<file path="src/caf8_pkg.sv">
// ----------------------------------------------------------------------------
// caf8_pkg
// shared types and constants of the 8-bit cpu alu with z, h and c flags
// ----------------------------------------------------------------------------
`default_nettype none

package caf8_pkg;

  localparam int unsigned IN_TDATA_W  = 40;
  localparam int unsigned OUT_TDATA_W = 24;
  localparam int unsigned BYTE_W      = 8;
  localparam int unsigned WORD_W      = 16;

  typedef enum logic [3:0] {
    OP_INC   = 4'd0,
    OP_DEC   = 4'd1,
    OP_ADD   = 4'd2,
    OP_SUB   = 4'd3,
    OP_ADD16 = 4'd4,
    OP_RLC   = 4'd5,
    OP_RL    = 4'd6,
    OP_RRC   = 4'd7,
    OP_RR    = 4'd8,
    OP_SLA   = 4'd9,
    OP_SRA   = 4'd10,
    OP_SRL   = 4'd11
  } op_t;

  // first member sits in the top bits
  typedef struct packed {
    logic              flag_carry_in;
    logic              half_in;
    logic              zero_in;
    logic              carry_in;
    logic [WORD_W-1:0] operand_b;
    logic [WORD_W-1:0] operand_a;
    op_t               op;
  } alu_req_t;

  typedef struct packed {
    logic              carry_out;
    logic              half_out;
    logic              zero_out;
    logic [WORD_W-1:0] result;
  } alu_rsp_t;

  localparam int unsigned REQ_W = $bits(alu_req_t);
  localparam int unsigned RSP_W = $bits(alu_rsp_t);

endpackage

`default_nettype wire

</file>
<file path="src/cpu_alu_flags_8bit.sv">
// ----------------------------------------------------------------------------
// cpu_alu_flags_8bit
// 8-bit cpu alu with z, h and c flags, stream in and stream out
// path: item accept, input reg, alu, result reg, then result valid
// throughput: 1 item per cycle unless out_tready holds a full pipe; the alu
// is a single pass between the two regs; each stage has its own valid, so a
// held result blocks the input only once both stages are full
// reset: synchronous active-low rst_n clears both valid bits, no payload reset
// ----------------------------------------------------------------------------
`default_nettype none

module cpu_alu_flags_8bit
  import caf8_pkg::*;
(
  input  wire logic                   clk,
  input  wire logic                   rst_n,
  input  wire logic                   in_tvalid,
  output logic                        in_tready,
  // op[3:0], operand_a[19:4], operand_b[35:20], carry_in[36], zero_in[37],
  // half_in[38], flag_carry_in[39]
  input  wire logic [IN_TDATA_W-1:0]  in_tdata,
  output logic                        out_tvalid,
  input  wire logic                   out_tready,
  // result[15:0], zero_out[16], half_out[17], carry_out[18], zero pad[23:19]
  output logic [OUT_TDATA_W-1:0]      out_tdata
);

  alu_req_t         req_d;
  alu_req_t         req_q;
  alu_rsp_t         rsp_d;
  alu_rsp_t         rsp_q;
  logic [REQ_W-1:0] req_bits;
  logic [RSP_W-1:0] rsp_bits;
  logic             ex_valid;
  logic             ex_ready;

  assign req_d = alu_req_t'(in_tdata[REQ_W-1:0]);

  caf8_stage #(
    .WIDTH (REQ_W)
  ) u_in_stage (
    .clk       (clk),
    .rst_n     (rst_n),
    .in_valid  (in_tvalid),
    .in_ready  (in_tready),
    .in_data   (req_d),
    .out_valid (ex_valid),
    .out_ready (ex_ready),
    .out_data  (req_bits)
  );

  assign req_q = alu_req_t'(req_bits);

  caf8_alu u_alu (
    .req (req_q),
    .rsp (rsp_d)
  );

  caf8_stage #(
    .WIDTH (RSP_W)
  ) u_out_stage (
    .clk       (clk),
    .rst_n     (rst_n),
    .in_valid  (ex_valid),
    .in_ready  (ex_ready),
    .in_data   (rsp_d),
    .out_valid (out_tvalid),
    .out_ready (out_tready),
    .out_data  (rsp_bits)
  );

  assign rsp_q     = alu_rsp_t'(rsp_bits);
  assign out_tdata = {{(OUT_TDATA_W-RSP_W){1'b0}}, rsp_q};

  a_stall_means_full: assert property (@(posedge clk) disable iff (!rst_n)
    !in_tready |-> (ex_valid && out_tvalid))
    else $error("input stalled while a stage is empty");

  a_reset_empties: assert property (@(posedge clk)
    !rst_n |=> (!out_tvalid && !ex_valid))
    else $error("pipeline not empty after reset");

  a_byte_ops_high_zero: assert property (@(posedge clk) disable iff (!rst_n)
    (ex_valid && req_q.op != OP_ADD16) |-> (rsp_d.result[WORD_W-1:BYTE_W] == 8'd0))
    else $error("8-bit operation drove the high byte");

  a_unused_op_passes: assert property (@(posedge clk) disable iff (!rst_n)
    (ex_valid && req_q.op > OP_SRL) |->
      (rsp_d.zero_out == req_q.zero_in && rsp_d.half_out == req_q.half_in &&
       rsp_d.carry_out == req_q.flag_carry_in && rsp_d.result == '0))
    else $error("unused op code changed flags or result");

endmodule

`default_nettype wire

</file>
<file path="src/caf8_stage.sv">
// ----------------------------------------------------------------------------
// caf8_stage
// one registered pipeline stage with valid and ready, full rate
// ----------------------------------------------------------------------------
`default_nettype none

module caf8_stage #(
  parameter int unsigned WIDTH = 8
) (
  input  wire logic             clk,
  input  wire logic             rst_n,
  input  wire logic             in_valid,
  output logic                  in_ready,
  input  wire logic [WIDTH-1:0] in_data,
  output logic                  out_valid,
  input  wire logic             out_ready,
  output logic [WIDTH-1:0]      out_data
);

  logic             valid_r;
  logic             valid_nxt;
  logic [WIDTH-1:0] data_r;

  assign in_ready  = !valid_r || out_ready;
  assign valid_nxt = in_ready ? in_valid : valid_r;

  always_ff @(posedge clk) begin
    if (!rst_n) begin
      valid_r <= 1'b0;
    end else begin
      valid_r <= valid_nxt;
    end
  end

  always_ff @(posedge clk) begin
    if (in_valid && in_ready) begin
      data_r <= in_data;
    end
  end

  assign out_valid = valid_r;
  assign out_data  = data_r;

endmodule

`default_nettype wire

</file>
<file path="src/caf8_alu.sv">
// ----------------------------------------------------------------------------
// caf8_alu
// combinational datapath: 8-bit arithmetic, 16-bit add, rotates and shifts
// ----------------------------------------------------------------------------
`default_nettype none

module caf8_alu
  import caf8_pkg::*;
(
  input  wire alu_req_t req,
  output alu_rsp_t      rsp
);

  logic [BYTE_W-1:0] a;
  logic [BYTE_W-1:0] b;
  logic [BYTE_W:0]   sum8;
  logic [BYTE_W:0]   dif8;
  logic [WORD_W:0]   sum16;
  logic [BYTE_W-1:0] inc8;
  logic [BYTE_W-1:0] dec8;
  logic [BYTE_W-1:0] sum8_x;
  logic [BYTE_W-1:0] dif8_x;
  logic [WORD_W-1:0] sum16_x;

  assign a       = req.operand_a[BYTE_W-1:0];
  assign b       = req.operand_b[BYTE_W-1:0];
  assign sum8    = {1'b0, a} + {1'b0, b} + {{BYTE_W{1'b0}}, req.carry_in};
  assign dif8    = {1'b0, a} - {1'b0, b} - {{BYTE_W{1'b0}}, req.carry_in};
  assign sum16   = {1'b0, req.operand_a} + {1'b0, req.operand_b};
  assign inc8    = a + 8'd1;
  assign dec8    = a - 8'd1;
  assign sum8_x  = a ^ b ^ sum8[BYTE_W-1:0];
  assign dif8_x  = a ^ b ^ dif8[BYTE_W-1:0];
  assign sum16_x = req.operand_a ^ req.operand_b ^ sum16[WORD_W-1:0];

  always_comb begin
    rsp.result    = '0;
    rsp.zero_out  = req.zero_in;
    rsp.half_out  = req.half_in;
    rsp.carry_out = req.flag_carry_in;
    case (req.op)
      OP_INC: begin
        rsp.result   = {8'd0, inc8};
        rsp.zero_out = (inc8 == 8'd0);
        rsp.half_out = (inc8[3:0] == 4'h0);
      end
      OP_DEC: begin
        rsp.result   = {8'd0, dec8};
        rsp.zero_out = (dec8 == 8'd0);
        rsp.half_out = (dec8[3:0] == 4'hf);
      end
      OP_ADD: begin
        rsp.result    = {8'd0, sum8[BYTE_W-1:0]};
        rsp.zero_out  = (sum8[BYTE_W-1:0] == 8'd0);
        rsp.half_out  = sum8_x[4];
        rsp.carry_out = sum8[BYTE_W];
      end
      OP_SUB: begin
        rsp.result    = {8'd0, dif8[BYTE_W-1:0]};
        rsp.zero_out  = (dif8[BYTE_W-1:0] == 8'd0);
        rsp.half_out  = dif8_x[4];
        rsp.carry_out = dif8[BYTE_W];
      end
      OP_ADD16: begin
        rsp.result    = sum16[WORD_W-1:0];
        rsp.half_out  = sum16_x[12];
        rsp.carry_out = sum16[WORD_W];
      end
      OP_RLC: begin
        rsp.result    = {8'd0, a[6:0], a[7]};
        rsp.carry_out = a[7];
      end
      OP_RL: begin
        rsp.result    = {8'd0, a[6:0], req.flag_carry_in};
        rsp.carry_out = a[7];
      end
      OP_RRC: begin
        rsp.result    = {8'd0, a[0], a[7:1]};
        rsp.carry_out = a[0];
      end
      OP_RR: begin
        rsp.result    = {8'd0, req.flag_carry_in, a[7:1]};
        rsp.carry_out = a[0];
      end
      OP_SLA: begin
        rsp.result    = {8'd0, a[6:0], 1'b0};
        rsp.carry_out = a[7];
      end
      OP_SRA: begin
        rsp.result    = {8'd0, a[7], a[7:1]};
        rsp.carry_out = a[0];
      end
      OP_SRL: begin
        rsp.result    = {8'd0, 1'b0, a[7:1]};
        rsp.carry_out = a[0];
      end
      default: begin
        rsp.result = '0;
      end
    endcase
  end

endmodule

`default_nettype wire

</file>
<file path="config.mk">
export PLATFORM = sky130hd
export DESIGN_NAME = cpu_alu_flags_8bit
export DESIGN_NICKNAME = d
export VERILOG_FILES = /design/src/caf8_pkg.sv /design/src/cpu_alu_flags_8bit.sv /design/src/caf8_stage.sv /design/src/caf8_alu.sv
export SDC_FILE = /design/constraint.sdc
export NUM_CORES = 1
export LEC_CHECK = 0
export ABC_AREA = 1
export BUFFER_PORTS_ARGS = -buffer_cell sky130_fd_sc_hd__buf_2
export CAP_MARGIN = 20
export CORE_MARGIN = 8
export CORE_UTILIZATION = 60
export DETAILED_ROUTE_END_ITERATION = 8
export PLACE_DENSITY = 0.84
export SLEW_MARGIN = 10
export SYNTH_ARGS = -nofsm -noshare
export SYNTH_HDL_FRONTEND = slang
export SYNTH_HIERARCHICAL = 1
export SYNTH_SLANG_ARGS = --single-unit
</file>
<file path="constraint.sdc">
create_clock -name clk -period 7.95 [get_ports clk]
set_input_delay 2.385 -clock clk [delete_from_list [all_inputs] [get_ports clk]]
set_output_delay 2.385 -clock clk [all_outputs]
set_load 0.005 [all_outputs]
</file>
==> impl_metrics.csv <==
group,metric,value,unit
worst_setup_path,arrival,2890,ps
timing,hold_viol,0,
global_route,grt_use_total,24.1,%
timing,fin_crit,5270,ps
timing,fin_skew,12.5,ps
detailed_routing,first_iter_violations,417,
logic_synthesis,yosysTopAreaCellShare,39.4,%
global_route,grt_pass1_wl,18.9,mm
timing,relSlewSlack,63.9,%
clock_network,root_buffer,"clkbuf_8",
timing,rsz0062_at_grt,"false",
clock_network,cts_hold_buf,0,
worst_setup_path,startpoint_type,"input pin",
logic_synthesis,synth-seq-cells,61,
logic_synthesis,synth_area_leaders,"edfxtp_1 (39%), nand2_1 (11%), ha_1 (9.7%), inv_1 (5.3%), nand3_1 (4.6%)",
die,fp.dieArea,10500,um2
timing,final-setup-viol-count,0,
global_route,grt_max_degree,41,
finish,utilization,71.1,%
clock_network,cts_tree,"done",
placed_design,dp_slack,2690,ps
worst_setup_path,crit_fanout,2,
clock_network,htree_levels,3,
finish,num-fill-cells,587,
hold_path,min_path_type,"reg2reg",
timing,tightestPinTransition,542,ps
detailed_routing,viasPerCell,5.64,
timing,hold_ws,540,ps
flow_run,maxCapViolCount,0,
worst_setup_path,crit_required,5570,ps
detailed_routing,postRouteAntennaNets,0,
worst_setup_path,r2r_start,"u_in_stage/out_data[8]",
die,die_h,103,um
logic_synthesis,synth_mux_area_share,0,%
worst_setup_path,startpoint,"out_tready",
logic_synthesis,netlist_instances,546,
logic_synthesis,synth_compound_area_share,11.1,%
clock_network,clk_path_buf_depth,2,
logic_synthesis,yosysWarnings,6,
logic_synthesis,postSynthAreaPerCell,8.24,um2
global_route,grt_pass1_vias,3868,
worst_setup_path,worstSetupEndpointType,"output port",
detailed_routing,wl,12.2,mm
finish,syn2layout_area_growth,14.6,%
placed_design,place_congestion,0.988,
status,status,"complete, no violations",
logic_synthesis,netlist_area,4500,um2
power_and_ir_drop,powerDensity,181,nW/um2
placed_design,numPortBuffers,64,
power_and_ir_drop,power.leakage,0.00238,uW
hold_path,hp-start,"u_in_stage/out_valid",
logic_synthesis,yosysSeqAreaShare,40.3,%
global_route,grt.overflow.total,0,
clock_network,cts_resized,0,
die,coreArea,7250,um2
timing,min_period_over_period,66.3,%
timing,fin_ws,2680,ps
timing,clock.fmax,0.190,GHz
clock_network,post-cts-setup-buffer-count,0,
detailed_routing,wire_per_inst,16.8,um
logic_synthesis,yosysTopAreaCell,"edfxtp_1",
detailed_routing,remaining_drc_errors,0,
detailed_routing,vias,4076,
timing,tns,0,ps
clock_network,clock_latency,350,ps
die,die_w,103,um
placed_design,hpwl,9.48,mm
clock_network,clock-sinks,61,
timing,slew_viol_final,0,
finish,fin_nets,703,
global_route,antenna_found_initial,0,
detailed_routing,first_pass_iters,6,
logic_synthesis,synth_fa_ha_area_share,12.0,%
clock_network,clk_pin_slew,70,ps
logic_synthesis,synth_xor_area_share,1.75,%
die,fp-row-count,31,
power_and_ir_drop,peakVddDrop,0.129,mV
finish,diodes,0,
clock_network,cts_made_buffers,9,
logic_synthesis,synth_cell_types,39,
finish,drive_above_1_share,20.2,%
worst_setup_path,setup.worst_path.class,"in2out",
logic_synthesis,synth_top_family_by_area,"simple AND/OR/NAND/NOR gates",
logic_synthesis,yosys.area_share.simple,27.2,%
die,start_util,62.0,%
die,io_pins,70,
[cells in the final DEF, fill, tap and decap left out, types with 3 or more instances in the layout]
cell       count
nand2_1      135
buf_2         64
inv_1         63
edfxtp_1      59
nor2_1        52
nand3_1       41
ha_1          35
a21oi_1       23
o21ai_0       17
nand4_1       14
inv_2         12
clkbuf_8       9
nand2_2        9
o22ai_1        7
nor3_1         6
a21oi_2        6
conb_1         5
o21ai_1        5
xnor2_1        5
fa_1           5
nor2_4         4
xor2_1         4
o2111ai_1      4
nor2_2         3
a21oi_4        3
o21ai_2        3
o21bai_1       3
nand2_4        3
a211oi_1       3
nand3b_1       3
[final timing paths]
path / endpoint / slack, ps / cells after the start
worst min register to register: u_in_stage/out_valid / 540 / 2
worst max-delay path: in_tready / 2680 / 6
worst min-delay path: u_in_stage/out_valid / 540 / 2
worst max register to register: u_out_stage/out_data[5] / 5110 / 13
[metrics by stage]
stage / cells / cell area [um2] / power [uW]
finish: 723 / 5160 / 934
global route: 723 / 5160 / 978
CTS: 722 / 5140 / 933
detailed placement: 706 / 4920 / 616
global placement: 706 / 4920 / 610
floorplan: 550 / 4510 / 552
[layout make-up]
class | count | area, um2 | share of cell area (%)
clock buffer | 9 | 124 | 2.40
clock inverter | 7 | 98.8 | 1.92
inverter | 75 | 282 | 5.46
multi-input combinational | 406 | 2370 | 46.0
sequential | 61 | 1810 | 35.1
tap | 99 | 124 | 2.40
timing repair buffer | 66 | 343 | 6.65
[sequential cells by signal, summed over array words and instances (netlist names)]
name                   count
u_out_stage/out_valid      1
u_in_stage/out_valid       1
u_in_stage/out_data       40
u_out_stage/out_data      19
[cell families after synthesis]
| kind of cell | count (synthesis) |
|---|---|
| AND/OR/NAND/NOR | 273 |
| buffers and inverters | 83 |
| AO/OA/AOI/OAI | 79 |
| flip-flops | 61 |
| adder cells (fa/ha/maj) | 40 |
| XOR/XNOR | 9 |
| other | 1 |
[synth_stat cells]
master     count
or2_0          2
nor2_4         4
o21ai_0       17
xnor2_1        5
nand2_1      135
nor3_1         6
nand3_1       41
nand4_1       14
nor3_2         1
a32oi_1        1
a221oi_1       1
edfxtp_1      59
o211ai_1       1
a211oi_1       3
nand2_4        3
a21oi_1       25
o2111ai_1      4
inv_1         63
nor2_1        52
dfxtp_1        2
a21oi_2        5
o21ai_1        5
a31oi_1        1
fa_1           5
o22ai_1        7
ha_1          35
buf_2          1
xor2_1         4
conb_1         1
nand2_2        9
inv_2         12
buf_6          1
a21oi_4        2
nor2_2         3
o21bai_1       3
buf_4          6
o21ai_2        3
nand3b_1       3
a21o_1         1
[power by group]
group / internal (uW) / switching [uW]
sequential: 375 / 13.9
clock: 178 / 139
combinational: 79.3 / 149
[routing by layer]
metal	wire length, um	GRT usage [%]	part of all wire, %	vias up
li1	-	-	-	1981
met1	5290	32.2	43	1851
met2	5390	37.4	44	217
met3	1180	4.66	9.7	27
met4	300	10.2	2.5	0
met5	0	0	0	-
[critical path, cell delays in order]
cell     delay, ps
buf_2          100
inv_2           60
nand2_2         70
inv_2           80
nand2_2         60
buf_2          130
Power figures use the tool's default switching activity.
